**src/design/cbm_pkg.sv**
```systemverilog
// Shared types and constants of the cartridge bank mapper.
package cbm_pkg;

    localparam int ADDR_W     = 16;
    localparam int DATA_W     = 8;
    localparam int ROM_BASE_W = 22;
    localparam int BANK_W     = 8;
    localparam int HIGH_W     = 2;
    localparam int RAM_BANK_W = 2;
    localparam int RAM_BASE_W = 15;
    localparam int CFG_IDX_W  = 8;
    localparam int CFG_DATA_W = 22;

    localparam int ROM_SHIFT  = 14;
    localparam int HIGH_SHIFT = 19;
    localparam int BANK_HIGH_POS = 5;
    localparam int RAM_SHIFT  = 13;

    localparam logic [CFG_IDX_W-1:0] CFG_ROM_ADDR_MASK = 8'd0;
    localparam logic [CFG_IDX_W-1:0] CFG_MAX_ROM_BANK  = 8'd1;
    localparam logic [CFG_IDX_W-1:0] CFG_MAX_RAM_BANK  = 8'd2;
    localparam logic [CFG_IDX_W-1:0] CFG_RAM_BANKING   = 8'd3;

    localparam logic [DATA_W-1:0] RAM_EN_KEY = 8'h0A;

    localparam logic [ROM_BASE_W-1:0] RST_ROM_ADDR_MASK = 22'h3FFFFF;
    localparam logic [BANK_W-1:0]     RST_MAX_ROM_BANK  = 8'd255;
    localparam logic [RAM_BANK_W-1:0] RST_MAX_RAM_BANK  = 2'd3;
    localparam logic                  RST_RAM_BANKING   = 1'b0;

    localparam logic [BANK_W-1:0]     RST_BANK_LOW = 8'd1;
    localparam logic [BANK_W-1:0]     RST_ROM_BANK = 8'd1;
    localparam logic [ROM_BASE_W-1:0] RST_ROM_BASE = 22'h004000;

    typedef enum logic [2:0] {
        REGION_RAM_EN,
        REGION_ROM_BANK,
        REGION_HIGH,
        REGION_MODE,
        REGION_PASS
    } cbm_region_t;

    typedef struct packed {
        logic                  ram_en;
        logic [BANK_W-1:0]     bank_low;
        logic [HIGH_W-1:0]     bank_high;
        logic                  mode;
        logic [BANK_W-1:0]     rom_page;
        logic [ROM_BASE_W-1:0] rom_base;
        logic [RAM_BANK_W-1:0] ram_page;
    } cbm_state_t;

    typedef struct packed {
        logic [ROM_BASE_W-1:0] rom_addr_mask;
        logic [BANK_W-1:0]     max_rom_bank;
        logic [RAM_BANK_W-1:0] max_ram_bank;
        logic                  ram_banking;
    } cbm_cfg_t;

endpackage

```
**src/design/cbm_update.sv**
```systemverilog
// Next mapper state for one CPU write word.
module cbm_update (
    input  cbm_pkg::cbm_state_t              cur,
    input  cbm_pkg::cbm_cfg_t                cfg,
    input  logic [cbm_pkg::ADDR_W-1:0]       bus_address,
    input  logic [cbm_pkg::DATA_W-1:0]       bus_data,
    output cbm_pkg::cbm_state_t              nxt,
    output logic                             pass
);
    import cbm_pkg::*;

    cbm_region_t           region;
    logic [DATA_W-1:0]     data_fix;
    logic [BANK_W-1:0]     bank_low_sel;
    logic [HIGH_W-1:0]     bank_high_sel;
    logic [BANK_W-1:0]     combo_bank;
    logic [ROM_BASE_W-1:0] combo_base;
    logic [ROM_BASE_W-1:0] direct_base;
    logic [BANK_W-1:0]     high_check;
    logic [RAM_BANK_W-1:0] ram_sel;

    always_comb
    begin
        if (bus_address[ADDR_W-1])
        begin
            region = REGION_PASS;
        end
        else
        begin
            case (bus_address[ADDR_W-2:ADDR_W-3])
                2'd0:    region = REGION_RAM_EN;
                2'd1:    region = REGION_ROM_BANK;
                2'd2:    region = REGION_HIGH;
                default: region = REGION_MODE;
            endcase
        end
    end

    assign data_fix   = (bus_data == '0) ? DATA_W'(1) : bus_data;
    assign high_check = {1'b0, bus_data[HIGH_W-1:0], 5'b0} | cur.bank_low;

    // combined banking uses whichever half this word updates
    always_comb
    begin
        bank_low_sel  = cur.bank_low;
        bank_high_sel = cur.bank_high;
        if (region == REGION_ROM_BANK)
        begin
            bank_low_sel = data_fix;
        end
        if (region == REGION_HIGH)
        begin
            bank_high_sel = bus_data[HIGH_W-1:0];
        end
    end

    assign combo_bank  = bank_low_sel | BANK_W'({bank_high_sel, 5'b0});
    assign combo_base  = ({bank_low_sel, 14'b0} | {1'b0, bank_high_sel, 19'b0})
                         & cfg.rom_addr_mask;
    assign direct_base = {data_fix, 14'b0} & cfg.rom_addr_mask;

    always_comb
    begin
        ram_sel = bus_data[RAM_BANK_W-1:0];
        if (ram_sel > cfg.max_ram_bank)
        begin
            ram_sel = ram_sel & cfg.max_ram_bank;
        end
    end

    always_comb
    begin
        nxt  = cur;
        pass = 1'b0;
        case (region)
            REGION_RAM_EN:
            begin
                nxt.ram_en = ((bus_data & RAM_EN_KEY) == RAM_EN_KEY);
            end
            REGION_ROM_BANK:
            begin
                if (!cur.mode)
                begin
                    nxt.bank_low = data_fix;
                    nxt.rom_page = combo_bank;
                    nxt.rom_base = combo_base;
                end
                else
                begin
                    nxt.rom_page = data_fix;
                    nxt.rom_base = direct_base;
                end
            end
            REGION_HIGH:
            begin
                if (!cur.mode)
                begin
                    if (high_check <= cfg.max_rom_bank)
                    begin
                        nxt.bank_high = bus_data[HIGH_W-1:0];
                        nxt.rom_page  = combo_bank;
                        nxt.rom_base  = combo_base;
                    end
                end
                else if (cfg.ram_banking)
                begin
                    nxt.ram_page = ram_sel;
                end
            end
            REGION_MODE:
            begin
                nxt.mode = bus_data[0];
            end
            default:
            begin
                pass = 1'b1;
            end
        endcase
    end

endmodule

```
**src/design/cartridge_bank_mapper.sv**
```systemverilog
// Cartridge bank mapper top level: config registers, mapper state, result register.
//
// Each accepted write word updates the mapper state in the cycle it is taken,
// and its mapping word appears on the output in the next cycle. One word per
// cycle is accepted as long as the output side takes results; the only wait
// comes from a stalled output register, which holds input ready low. Config
// writes are always accepted.
module cartridge_bank_mapper (
    input  logic                               clk,
    input  logic                               rst_n,
    input  logic                               in_valid,
    output logic                               in_ready,
    input  logic [cbm_pkg::ADDR_W-1:0]         bus_address,
    input  logic [cbm_pkg::DATA_W-1:0]         bus_data,
    output logic                               out_valid,
    input  logic                               out_ready,
    output logic                               ram_enabled,
    output logic                               banking_mode,
    output logic [cbm_pkg::BANK_W-1:0]         current_rom_bank,
    output logic [cbm_pkg::ROM_BASE_W-1:0]     rom_window_base,
    output logic [cbm_pkg::RAM_BANK_W-1:0]     current_ram_bank,
    output logic [cbm_pkg::RAM_BASE_W-1:0]     ram_window_base,
    output logic                               passthrough_write,
    input  logic                               cfg_valid,
    output logic                               cfg_ready,
    input  logic [cbm_pkg::CFG_IDX_W-1:0]      cfg_index,
    input  logic [cbm_pkg::CFG_DATA_W-1:0]     cfg_data
);
    import cbm_pkg::*;

    cbm_cfg_t   cfg_reg;
    cbm_state_t state_reg;
    cbm_state_t state_next;
    logic       pass_reg;
    logic       pass_next;
    logic       out_valid_reg;
    logic       in_fire;

    assign cfg_ready = 1'b1;
    assign in_ready  = !out_valid_reg || out_ready;
    assign in_fire   = in_valid && in_ready;

    always_ff @(posedge clk or negedge rst_n)
    begin
        if (!rst_n)
        begin
            cfg_reg.rom_addr_mask <= RST_ROM_ADDR_MASK;
            cfg_reg.max_rom_bank  <= RST_MAX_ROM_BANK;
            cfg_reg.max_ram_bank  <= RST_MAX_RAM_BANK;
            cfg_reg.ram_banking   <= RST_RAM_BANKING;
        end
        else if (cfg_valid)
        begin
            case (cfg_index)
                CFG_ROM_ADDR_MASK: cfg_reg.rom_addr_mask <= cfg_data[ROM_BASE_W-1:0];
                CFG_MAX_ROM_BANK:  cfg_reg.max_rom_bank  <= cfg_data[BANK_W-1:0];
                CFG_MAX_RAM_BANK:  cfg_reg.max_ram_bank  <= cfg_data[RAM_BANK_W-1:0];
                CFG_RAM_BANKING:   cfg_reg.ram_banking   <= cfg_data[0];
                default:           ;
            endcase
        end
    end

    cbm_update u_update (
        .cur         (state_reg),
        .cfg         (cfg_reg),
        .bus_address (bus_address),
        .bus_data    (bus_data),
        .nxt         (state_next),
        .pass        (pass_next)
    );

    // state doubles as the result word: it cannot move while a result is stalled
    always_ff @(posedge clk or negedge rst_n)
    begin
        if (!rst_n)
        begin
            state_reg.ram_en    <= 1'b0;
            state_reg.bank_low  <= RST_BANK_LOW;
            state_reg.bank_high <= '0;
            state_reg.mode      <= 1'b0;
            state_reg.rom_page  <= RST_ROM_BANK;
            state_reg.rom_base  <= RST_ROM_BASE;
            state_reg.ram_page  <= '0;
            pass_reg            <= 1'b0;
            out_valid_reg       <= 1'b0;
        end
        else
        begin
            if (in_fire)
            begin
                state_reg <= state_next;
                pass_reg  <= pass_next;
            end
            if (in_fire)
            begin
                out_valid_reg <= 1'b1;
            end
            else if (out_ready)
            begin
                out_valid_reg <= 1'b0;
            end
        end
    end

    assign out_valid         = out_valid_reg;
    assign ram_enabled       = state_reg.ram_en;
    assign banking_mode      = state_reg.mode;
    assign current_rom_bank  = state_reg.rom_page;
    assign rom_window_base   = state_reg.rom_base;
    assign current_ram_bank  = state_reg.ram_page;
    assign ram_window_base   = RAM_BASE_W'({state_reg.ram_page, 13'b0});
    assign passthrough_write = pass_reg;

    a_rom_bank_nonzero: assert property (@(posedge clk) disable iff (!rst_n)
        current_rom_bank != '0)
        else $error("ROM bank zero");

    a_pass_flag: assert property (@(posedge clk) disable iff (!rst_n)
        in_fire && bus_address[ADDR_W-1] |=> out_valid && passthrough_write)
        else $error("pass-through flag missing");

    a_pass_keeps_state: assert property (@(posedge clk) disable iff (!rst_n)
        in_fire && bus_address[ADDR_W-1] |=> $stable(state_reg))
        else $error("pass-through write changed mapper state");

    a_no_fire_on_stall: assert property (@(posedge clk) disable iff (!rst_n)
        out_valid && !out_ready |=> $stable(state_reg) && out_valid)
        else $error("state moved under stalled result");

endmodule

```
**config.mk**
```make
export PLATFORM = sky130hd
export DESIGN_NAME = cartridge_bank_mapper
export DESIGN_NICKNAME = d
export VERILOG_FILES = /design/src/design/cbm_pkg.sv /design/src/design/cbm_update.sv /design/src/design/cartridge_bank_mapper.sv
export SDC_FILE = /design/constraint.sdc
export NUM_CORES = 1
export LEC_CHECK = 0
export BUFFER_PORTS_ARGS = -buffer_cell sky130_fd_sc_hd__buf_2
export CAP_MARGIN = 5
export CORE_MARGIN = 5
export CORE_UTILIZATION = 40
export CTS_CLUSTER_DIAMETER = 40
export DETAILED_ROUTE_END_ITERATION = 16
export HOLD_SLACK_MARGIN = 0.05
export PLACE_DENSITY = 0.7
export SETUP_SLACK_MARGIN = 0.3
export SLEW_MARGIN = 20
export SYNTH_ARGS = -nofsm -noshare
export SYNTH_HDL_FRONTEND = slang
export SYNTH_SLANG_ARGS = --single-unit
export TNS_END_PERCENT = 50
```
**constraint.sdc**
```tcl
create_clock -name clk -period 2.2 [get_ports clk]
set_input_delay 0.11 -clock clk [delete_from_list [all_inputs] [get_ports clk]]
set_output_delay 0.11 -clock clk [all_outputs]
set_load 0.005 [all_outputs]
```
==> results.md, run 1 <==
- Seq/Total Area, Yosys: 43.1%
- CP Launch Type: flip-flop
- Finished Layout Cells: around 460
- Fin crit share: 103%
- Synth warn: 0
- Critical path arrival: around 2.5 ns
- RSZ-0062 raised after global routing: yes
- Avg Vias per Cell: around 4.8
- Final hold violations: 0
- VDD IR-drop max: about 0.27 mV
- Worst setup skew after layout: 0.0119 ns
- Status: complete, but fails checks
- R2r worst-path depth: 8
- Nets@finish: 426
- Clock transition at the registers of the reported paths: around 0.090 ns
- R2r startpoint: state_reg[40]
- FILL cells: about 670
- H-tree levels: 2
- Top FF cell, synth: dfrtp_1
- Setup ws final: -0.0750 ns
- Vias: ~2200
- Drt pass-1 iters: 4
- Final Setup Violations: 11
- FF-to-FF End: rom_window_base[16]
- Mapped cell area: 0.00302 mm2
- Mean Syn Cell Area: ~11 um2
- IO Port Bufs: 64
- Post-DP HPWL: 4970 um
- Ant diodes: 0
- Initial antenna violation count: 0
- Clock tree from TritonCTS: built
- End of the worst hold path: state_reg[41]
- Wire length on met3: around 490 um
- Placed cells: between 400 and 500
- CP Max Fanout: 6
- Rows: 31
- Leading cell type in the layout, fill and taps excluded: buf_2
- Hold Crit Class: primary input to flip-flop
- Top post-synthesis cells by area: dfrtp_1 25%, dfstp_2 18%, buf_4 12%, mux2_1 7.8%, mux2_2 6.0%
- CTS root buf: clkbuf_8
- Hold depth: 2
- LEAKAGE: roughly 1.9 nW
- Routability Congestion: slightly below 0.9
- Number of max-cap violations: 0
- Crit-path max cell delay: 0.40 ns
- Core area: between 0.007 and 0.008 mm2
- CTS Buf Count: 5
- Layout area overhead: 25.4%
- Initial DRC Count: about 130
- Residual DRC count: 0
- Metal-1 WL: 2830 um
- Slew Limit Fails: 0
- Dominant cell type by area after synthesis: dfrtp_1
- Initial Utilization: between 40% and 50%
- Chip width: between 90 and 100 um
- Commonest non-fill, non-tap cells in the layout: 64 x buf_2, 30 x dfrtp_1, 28 x conb_1, 21 x inv_1, 21 x dfstp_2
- Max clock buf depth: 2
- Power Dens Cells: slightly below 700 mW/mm2
- Remaining Overflow, GRT: 0
- #FFs+latches synth: 51
- Die ar.: between 0.009 and 0.01 mm2
- Worst-Skew Late Latency: just over 0.3 ns
- CP Capture Type: flip-flop
- Crit Path Class: flip-flop to flip-flop
- Global-route wire length before repair: between 10000 and 15000 um
- Antenna-violating nets left: 0
- Failing checks: negative setup slack
- Unique masters post-synth: 43
- All-layer global routing usage: roughly 14%
- Fmax: 0.440 GHz
- Metal2 WL: roughly 3400 um
- Layout cell share with drive strength beyond 1: ~44%
- Critical Path RT: roughly 2.4 ns
- Clock sinks: slightly above 50
- Setup TNS: -0.517 ns
- Asr flop ratio synth: between 90% and 100%
- Final Util: 52.0%
- Cell count after synthesis: about 270
- Top routing layer used: met4
- Post-synth EDFFs: 0
- Hold slack final: ~0.073 ns
- Overall die height: 97.0 um
- Final Cell Area: 0.00379 mm2
- Crit-path slowest cell: dfrtp_1
- Max reg flops: 19
- Vias in the first global route: around 2200
- Area share of the largest cell type after synthesis: between 20% and 30%
- Critical path, cell by cell: or2_4 -> ha_4 -> nand4_1 -> o31a_1 -> a211oi_4 -> buf_4 -> a31oi_4 -> mux2_4
- Largest net degree at the start of global routing: 20
- Placed instance area: about 0.0033 mm2
- Post-DR wirelength/cell: 14.7 um
- Hold Startpoint: bus_data[6]
- Final wirelength: ~6700 um
- R2R setup slack: -0.08 ns
- Crit path time final: 2.28 ns
- Number of top-level pins: ~110
-- cells by family after synthesis --
kind of cell | count (synthesis) | synth area share (%)
flops | 51 | 43.1
other cells | 2 | 0.248
compound gates | 28 | 6.54
buf+inv | 72 | 15.1
fa+ha+maj | 12 | 4.96
simple gates | 51 | 11.0
mux | 52 | 19.1
-- synthesized netlist by cell type, drive strengths merged, types with 2 or more instances --
library cell,number
clkbuf,2
nor2b,6
mux2i,13
o21ai,8
dfstp,21
and3,2
nand3b,2
a21o,3
buf,49
nand2,10
nor3b,2
a211oi,2
dfrtp,30
nand2b,2
or3,2
a21oi,7
nand3,4
and4bb,2
a2111oi,2
or2,2
mux2,39
nor2,4
inv,21
or4,2
ha,12
or3b,2
nand4,5
conb,2
-- report_power, final --
part	leakage (nW)	total [W]	switching, W	internal (W)
Clock	0.0581	0.000664	0.000325	0.000339
Sequential	0.588	0.00121	0.000102	0.00111
Combinational	1.22	0.000740	0.000345	0.000395
Total	1.87	0.00261	0.000772	0.00184
-- final cells by class --
type,instances,area [um2],share of cell area (%)
multi-input cells,172,1490,39.2
clock buffers,5,68.8,1.81
inverters,21,78.8,2.08
repair buffers,104,689,18.2
flip-flops and latches,51,1300,34.3
well taps,99,124,3.27
clock inverters,3,43.8,1.15
-- metrics by stage --
stage	setup slack (ns)	total power [W]
after floorplan	-0.0401	0.00171
after global placement	-0.0482	0.00183
after detailed placement	-0.0924	0.00186
after CTS	-0.0795	0.00261
after global routing	-0.151	0.00278
final	-0.0750	0.00261
-- how the worst max path moves through the flow --
stage / start / endpoint / slack (ns) / depth (start not counted)
floorplan: state_reg[41] / current_rom_bank[5] / -0.04 / 8
CTS: state_reg[40] / rom_window_base[16] / -0.08 / 8
global route: state_reg[40] / rom_window_base[16] / -0.15 / 8
global placement: state_reg[41] / rom_window_base[15] / -0.05 / 6
detailed placement: state_reg[41] / current_rom_bank[2] / -0.09 / 7
finish: state_reg[40] / rom_window_base[16] / -0.08 / 8
-- worst max-delay path: cells and delay by family, from the launching register on --
kind            cells  cell delay (ns)
flops               1             0.40
simple gates        2             0.41
buf+inv             1             0.17
mux                 1             0.35
compound gates      3             0.57
fa+ha+maj           1             0.27
-- repair_timing --
item	in CTS	in global routing
hold buffers	20	0
hold endpoints to repair	31	0
gates cloned	1	0
buffers inserted	5	1
gates resized for setup	13	5
pin swaps	7	4
setup endpoints to repair	16	25
-- routing by layer --
metal | vias to the layer above | global-route usage [%]
met2 | 93 | 25.1
met4 | 0 | 3.89
li1 | 1033 | -
met3 | 6 | 3.96
met1 | 1044 | 17.6
met5 | - | 0
Power figures use the tool's default switching activity.
==> run 2: changes to the inputs <==
--- a/config.mk
+++ b/config.mk
@@ -7,12 +7,14 @@
 export LEC_CHECK = 0
 export BUFFER_PORTS_ARGS = -buffer_cell sky130_fd_sc_hd__buf_2
 export CAP_MARGIN = 5
+export CELL_PAD_IN_SITES_DETAIL_PLACEMENT = 0
+export CELL_PAD_IN_SITES_GLOBAL_PLACEMENT = 1
 export CORE_MARGIN = 5
-export CORE_UTILIZATION = 40
+export CORE_UTILIZATION = 34
 export CTS_CLUSTER_DIAMETER = 40
 export DETAILED_ROUTE_END_ITERATION = 16
 export HOLD_SLACK_MARGIN = 0.05
-export PLACE_DENSITY = 0.7
+export PLACE_DENSITY_LB_ADDON = 0.1
 export SETUP_SLACK_MARGIN = 0.3
 export SLEW_MARGIN = 20
 export SYNTH_ARGS = -nofsm -noshare
==> results.md, run 2 (same netlist as run 1, synthesis figures left out) <==
- Post-DP HPWL: 5160 um (was 4970 um)
- Global-route wire length before repair: 10800 um (was 11100 um)
- Fmax: 0.447 GHz (was 0.440 GHz)
- Slew Limit Fails: 0 (unchanged)
- Residual DRC count: 0 (unchanged)
- Die ar.: 0.0109 mm2 (was 0.00940 mm2)
- Clock sinks: 51 (unchanged)
- Initial antenna violation count: 0 (unchanged)
- Vias in the first global route: 2150 (was 2157)
- Chip width: 104 um (was 97.0 um)
- Worst-margin pin slew: ~0.53 ns
- Status: complete, but fails checks (unchanged)
- Clock transition at the registers of the reported paths: 0.10 ns (was 0.09 ns)
- Power Dens Cells: 693 mW/mm2 (was 689 mW/mm2)
- Slew HR: roughly two thirds
- Initial DRC Count: 60 (was 128)
- CTS Buf Count: 5 (unchanged)
- Remaining Overflow, GRT: 0 (unchanged)
- Critical Path RT: 2.40 ns (about the same)
- Number of max-cap violations: 0 (unchanged)
- Critical path, cell by cell: or2_4 -> ha_4 -> nand4_1 -> buf_4 -> a21o_1 -> a31oi_4 -> buf_12 -> mux2_1 (was or2_4 -> ha_4 -> nand4_1 -> o31a_1 -> a211oi_4 -> buf_4 -> a31oi_4 -> mux2_4)
- Worst setup skew after layout: 0.0117 ns (was 0.0119 ns)
- Worst-Skew Late Latency: 0.31 ns (about the same)
- Crit-path slowest cell: dfrtp_1 (unchanged)
- All-layer global routing usage: 12.2% (was 14.4%)
- Rows: 34 (was 31)
- Fin crit share: 102% (was 103%)
- Leading cell type in the layout, fill and taps excluded: buf_2 (unchanged)
- Max reg flops: 19 (unchanged)
- Crit path time final: 2.24 ns (was 2.28 ns)
- Number of top-level pins: 112 (unchanged)
- Post-DR wirelength/cell: 14.0 um (was 14.7 um)
- Critical path arrival: 2.44 ns (was 2.47 ns)
- Vias: 2060 (was 2176)
- CP Max Fanout: 16 (was 6)
- Final wirelength: 6530 um (was 6710 um)
- Clock tree from TritonCTS: built (unchanged)
- Initial Utilization: 34.8% (was 41.5%)
- Placed cells: 434 (was 420)
- RSZ-0062 raised after global routing: yes (unchanged)
- Worst path top cell family by delay: compound AO/OA/AOI/OAI gates (unchanged)
- Final hold violations: 0 (unchanged)
- Setup TNS: -0.159 ns (was -0.517 ns)
- IO Port Bufs: 64 (unchanged)
- Commonest non-fill, non-tap cells in the layout: 64 x buf_2, 30 x dfrtp_1, 28 x conb_1, 21 x mux2_1, 21 x dfstp_2 (was 64 x buf_2, 30 x dfrtp_1, 28 x conb_1, 21 x inv_1, 21 x dfstp_2)
- Crit-path max cell delay: 0.39 ns (was 0.40 ns)
- CTS root buf: clkbuf_8 (unchanged)
- H-tree levels: 2 (unchanged)
- Largest net degree at the start of global routing: 24 (was 20)
- CP Launch Type: flip-flop (unchanged)
- Antenna-violating nets left: 0 (unchanged)
- CP Capture Type: flip-flop (unchanged)
- Drt pass-1 iters: 4 (unchanged)
- Failing checks: negative setup slack (unchanged)
- Max clock buf depth: 2 (unchanged)
- Routability Congestion: 0.738 (was 0.874)
- Hold Crit Class: primary input to flip-flop (unchanged)
- Layout cell share with drive strength beyond 1: 42.0% (was 43.8%)
- VDD IR-drop max: 0.259 mV (was 0.270 mV)
- Overall die height: 104 um (was 97.0 um)
- Nets@finish: 427 (was 426)
- Ant diodes: 0 (unchanged)
- LEAKAGE: 1.85 nW (was 1.87 nW)
- Final Setup Violations: 6 (was 11)
- Finished Layout Cells: 465 (was 455)
- Setup ws final: -0.0370 ns (was -0.0750 ns)
- Crit Path Class: flip-flop to flip-flop (unchanged)
- Core area: 0.00868 mm2 (was 0.00729 mm2)
- Worst Path Buf+Inv: 2 (was 1)
- Avg Vias per Cell: 4.43 (was 4.78)
- Layout area overhead: 24.2% (was 25.4%)
run 2: cell count changes in the layout (fill, tap and decap cells not counted), moves of 2 or more:
cell      previous run  this run
mux2_1              15        21
mux2_4               8         2
buf_4               15        20
buf_6                5         1
a211oi_2             0         2
a211oi_4             2         0
run 2: worst reg2reg max path, stage by stage (launching register included):
cell and delay [ns]:
dfrtp_1 0.39, or2_4 0.25, ha_4 0.27, nand4_1 0.12, buf_4 0.17, a21o_1 0.21, a31oi_4 0.21, buf_12 0.18
mux2_1 0.33
run 2: timing repair:
item                                    CTS  global route
hold buffers                             20             0
setup buffers                             0             3
pin swaps                                 0             6
gates resized for setup                   0             4
hold endpoints to repair                 25             0
endpoints found under the setup margin   16            24
run 2: through the flow:
| stage | setup slack [ns] | area (um2) | total power [W] | hold slack (ns) | util [%] |
|---|---|---|---|---|---|
| 6_report | -0.0370 | 3760 | 0.00260 | 0.0662 | 43.3 |
| 5_1_grt | -0.137 | 3760 | 0.00279 | 0.0598 | 43.3 |
| 4_1_cts | -0.0555 | 3710 | 0.00264 | 0.0538 | 42.8 |
| 3_5_place_dp | -0.0423 | 3390 | 0.00188 | 0.127 | 39.1 |
| 3_3_place_gp | -0.0285 | 3390 | 0.00188 | 0.121 | 39.1 |
| 2_1_floorplan | -0.0401 | 3160 | 0.00171 | -0.186 | - |
run 2: where the power goes:
| part | internal, W | switching [W] | total [W] | leakage, nW |
|---|---|---|---|---|
| Sequential | 0.00111 | 0.0000961 | 0.00120 | 0.588 |
| Combinational | 0.000374 | 0.000312 | 0.000686 | 1.20 |
| Clock | 0.000375 | 0.000338 | 0.000713 | 0.0618 |
run 2: cell type report:
type / count / area (um2)
Inverter: 21 / 78.8
Fill cell: 881 / 4920
Multi-Input combinational cell: 171 / 1420
Timing Repair Buffer: 106 / 702
Sequential cell: 51 / 1300
Clock buffer: 6 / 82.6
Tap cell: 108 / 135
Clock inverter: 2 / 38.8
run 2: path summary, 6_finish.rpt:
| kind | start | endpoint | slack, ns | depth (start not counted) |
|---|---|---|---|---|
| worst max-delay path | state_reg[41] | rom_window_base[17] | -0.04 | 8 |
| max in group asynchronous | rst_n | cfg_reg[31] | 1.20 | 3 |
| worst min register to register | cfg_reg[25] | rom_window_base[14] | 0.47 | 2 |
| worst min-delay path | cfg_data[0] | cfg_reg[1] | 0.07 | 2 |
| worst max register to register | state_reg[41] | rom_window_base[17] | -0.04 | 8 |
| min in group asynchronous | rst_n | rom_window_base[15] | 0.31 | 2 |
run 2: metal layers:
metal | up-vias | global-route usage [%] | wire (um)
met5 | - | 0 | 0
met4 | 0 | 3.61 | 80
met1 | 964 | 16.3 | 3000
met2 | 59 | 19.3 | 3050
li1 | 1032 | - | -
met3 | 5 | 3.29 | 396
==> run 3: changes to the inputs <==
--- a/config.mk
+++ b/config.mk
@@ -10,7 +10,8 @@
 export CELL_PAD_IN_SITES_DETAIL_PLACEMENT = 0
 export CELL_PAD_IN_SITES_GLOBAL_PLACEMENT = 1
 export CORE_MARGIN = 5
-export CORE_UTILIZATION = 34
+export CORE_UTILIZATION = 35
+export CTS_BUF_LIST = sky130_fd_sc_hd__clkbuf_2
 export CTS_CLUSTER_DIAMETER = 40
 export DETAILED_ROUTE_END_ITERATION = 16
 export HOLD_SLACK_MARGIN = 0.05
==> results.md, run 3 (same netlist as run 1, synthesis figures left out) <==
- Final Setup Violations: 7 (was 6)
- RSZ-0062 raised after global routing: yes (unchanged)
- Flop pwr share: 49.7% (was 46.2%)
- Core area: 0.00855 mm2 (was 0.00868 mm2)
- Initial DRC Count: 69 (was 60)
- Drt pass-1 iters: 4 (unchanged)
- Residual DRC count: 0 (unchanged)
- IO Port Bufs: 64 (unchanged)
- Largest net degree at the start of global routing: 28 (was 24)
- Fin crit share: 102% (about the same)
- Global-route wire length before repair: 10900 um (was 10800 um)
- Net Sw Frac: 30.1% (was 28.7%)
- Slew Limit Fails: 0 (unchanged)
- Final hold violations: 0 (unchanged)
- All-layer global routing usage: 13.4% (was 12.2%)
- Layout area overhead: 27.8% (was 24.2%)
- Max clock buf depth: 2 (unchanged)
- Combinational cell fraction of total power: 29.2% (was 26.4%)
- Number of top-level pins: 112 (unchanged)
- Vias in the first global route: 2206 (was 2150)
- R2r startpoint: state_reg[40] (was state_reg[41])
- Initial antenna violation count: 0 (unchanged)
- Die ar.: 0.0106 mm2 (was 0.0109 mm2)
- Slew HR: 57.0% (was 64.7%)
- Layout cell share with drive strength beyond 1: 41.2% (was 42.0%)
- Hold depth: 4 (was 2)
- Clock tree from TritonCTS: built (unchanged)
- LEAKAGE: 1.90 nW (was 1.85 nW)
- Cell-internal power: 0.00170 W (was 0.00186 W)
- Post-DR wirelength/cell: 14.2 um (was 14.0 um)
- Crit Path Class: flip-flop to flip-flop (unchanged)
- Setup ws final: -0.0357 ns (was -0.0370 ns)
- Critical path arrival: 2.60 ns (was 2.44 ns)
- Critical Path RT: 2.56 ns (was 2.40 ns)
- Vias: 2142 (was 2060)
- Failing checks: negative setup slack (unchanged)
- Worst-margin pin slew: 0.645 ns (was 0.529 ns)
- Final wirelength: 6800 um (was 6530 um)
- End of the worst hold path: ram_enabled (was cfg_reg[1])
- Post-DP HPWL: 5150 um (was 5160 um)
- Leading cell type in the layout, fill and taps excluded: buf_2 (unchanged)
- Crit path time final: 2.24 ns (about the same)
- Power Dens Cells: 628 mW/mm2 (was 693 mW/mm2)
- VDD IR-drop max: 0.272 mV (was 0.259 mV)
- Hold slack final: 0.0710 ns (was 0.0662 ns)
- R2r worst-path depth: 8 (unchanged)
- Number of max-cap violations: 0 (unchanged)
- Commonest non-fill, non-tap cells in the layout: 64 x buf_2, 33 x dlygate4sd3_1, 30 x dfrtp_1, 28 x conb_1 (was 64 x buf_2, 30 x dfrtp_1, 28 x conb_1, 21 x mux2_1, 21 x dfstp_2)
- Initial Utilization: 35.4% (was 34.8%)
- Setup TNS: -0.126 ns (was -0.159 ns)
- Clock transition at the registers of the reported paths: 0.29 ns (was 0.10 ns)
- CP Launch Type: flip-flop (unchanged)
- Fmax: 0.447 GHz (about the same)
- Antenna-violating nets left: 0 (unchanged)
- Clock power frac: 21.1% (was 27.4%)
- CTS Buf Count: 5 (unchanged)
- FF-to-FF End: rom_window_base[16] (was rom_window_base[17])
- CP Capture Type: flip-flop (unchanged)
- Final Util: 45.2% (was 43.3%)
- Avg Vias per Cell: 4.46 (was 4.43)
- R2R setup slack: -0.04 ns (about the same)
- Remaining Overflow, GRT: 0 (unchanged)
- H-tree levels: 2 (unchanged)
- Max reg flops: 19 (unchanged)
- Status: complete, but fails checks (unchanged)
- Clock sinks: 51 (unchanged)
- Worst-Skew Late Latency: 0.45 ns (was 0.31 ns)
- Hold Crit Class: primary input to flip-flop (unchanged)
- Overall die height: 103 um (was 104 um)
- Net load switching power: 0.000730 W (was 0.000746 W)
- Rows: 34 (unchanged)
- Chip width: 103 um (was 104 um)
- Routability Congestion: 0.701 (was 0.738)
- Hold Startpoint: bus_data[1] (was cfg_data[0])
- Worst setup skew after layout: 0.0340 ns (was 0.0117 ns)
- Nets@finish: 441 (was 427)
- Overall Power: 0.00243 W (was 0.00260 W)
- CP Max Fanout: 8 (was 16)
- CTS root buf: clkbuf_2 (was clkbuf_8)
run 3: cell count changes in the layout (fill, tap and decap cells not counted), moves of 2 or more:
cell | previous run | this run
dlygate4sd3_1 | 20 | 33
clkbuf_2 | 0 | 6
clkbuf_8 | 6 | 0
mux2_1 | 21 | 17
mux2_4 | 2 | 6
buf_6 | 1 | 4
buf_4 | 20 | 18
run 3: how the worst max path moves through the flow:
stage / cells after the start / slack [ns] / start / endpoint
final: 8 / -0.04 / state_reg[40] / rom_window_base[16]
after global routing: 8 / -0.11 / state_reg[40] / rom_window_base[15]
after CTS: 8 / -0.07 / state_reg[40] / rom_window_base[16]
after detailed placement: 8 / -0.05 / state_reg[41] / rom_window_base[18]
after global placement: 8 / -0.03 / state_reg[40] / rom_window_base[18]
after floorplan: 8 / -0.04 / state_reg[41] / current_rom_bank[5]
run 3: final cells by class:
class | count | area, um2
antenna | 1 | 2.50
clock buffer | 6 | 30.0
fill | 843 | 4690
tap | 108 | 135
multi-input combinational | 171 | 1430
clock inverter | 2 | 37.5
timing repair buffer | 120 | 851
inverter | 21 | 78.8
sequential | 51 | 1300
run 3: metrics by stage:
step | area, um2 | std cells | setup slack, ns
2_1_floorplan | 3160 | 294 | -0.0401
3_3_place_gp | 3380 | 433 | -0.0256
3_5_place_dp | 3380 | 433 | -0.0538
4_1_cts | 3840 | 477 | -0.0667
5_1_grt | 3860 | 479 | -0.108
6_report | 3860 | 480 | -0.0357
run 3: critical path, cell delays in order (launching register included):
cell,delay (ns)
dfrtp_1,0.45
or2_4,0.26
ha_4,0.27
nand4_1,0.11
o31a_1,0.33
a211oi_2,0.22
a31oi_4,0.06
buf_6,0.17
mux2_4,0.29
run 3: repair_timing:
| action | 4_1_cts | 5_1_grt |
|---|---|---|
| pin swaps | 2 | 1 |
| gates resized for setup | 7 | 2 |
| hold endpoints to repair | 78 | 0 |
| buffers inserted | 3 | 2 |
| setup endpoints to repair | 18 | 25 |
| hold buffers | 33 | 0 |
run 3: power by group through the flow:
| stage | clock network [W] | registers, W | logic [W] |
|---|---|---|---|
| global route | 0.000578 | 0.00123 | 0.000802 |
| CTS | 0.000542 | 0.00121 | 0.000720 |
| floorplan | 0 | 0.00119 | 0.000519 |
| detailed placement | 0 | 0.00122 | 0.000661 |
| finish | 0.000512 | 0.00120 | 0.000708 |
| global placement | 0 | 0.00122 | 0.000649 |
run 3: layer usage:
metal / share of wire [%] / up-vias / track usage (%)
met5: 0 / - / 0
met4: 1.4 / 0 / 3.88
met3: 5.4 / 6 / 2.44
met2: 48 / 63 / 22.8
met1: 45 / 1006 / 17.3
li1: - / 1067 / -
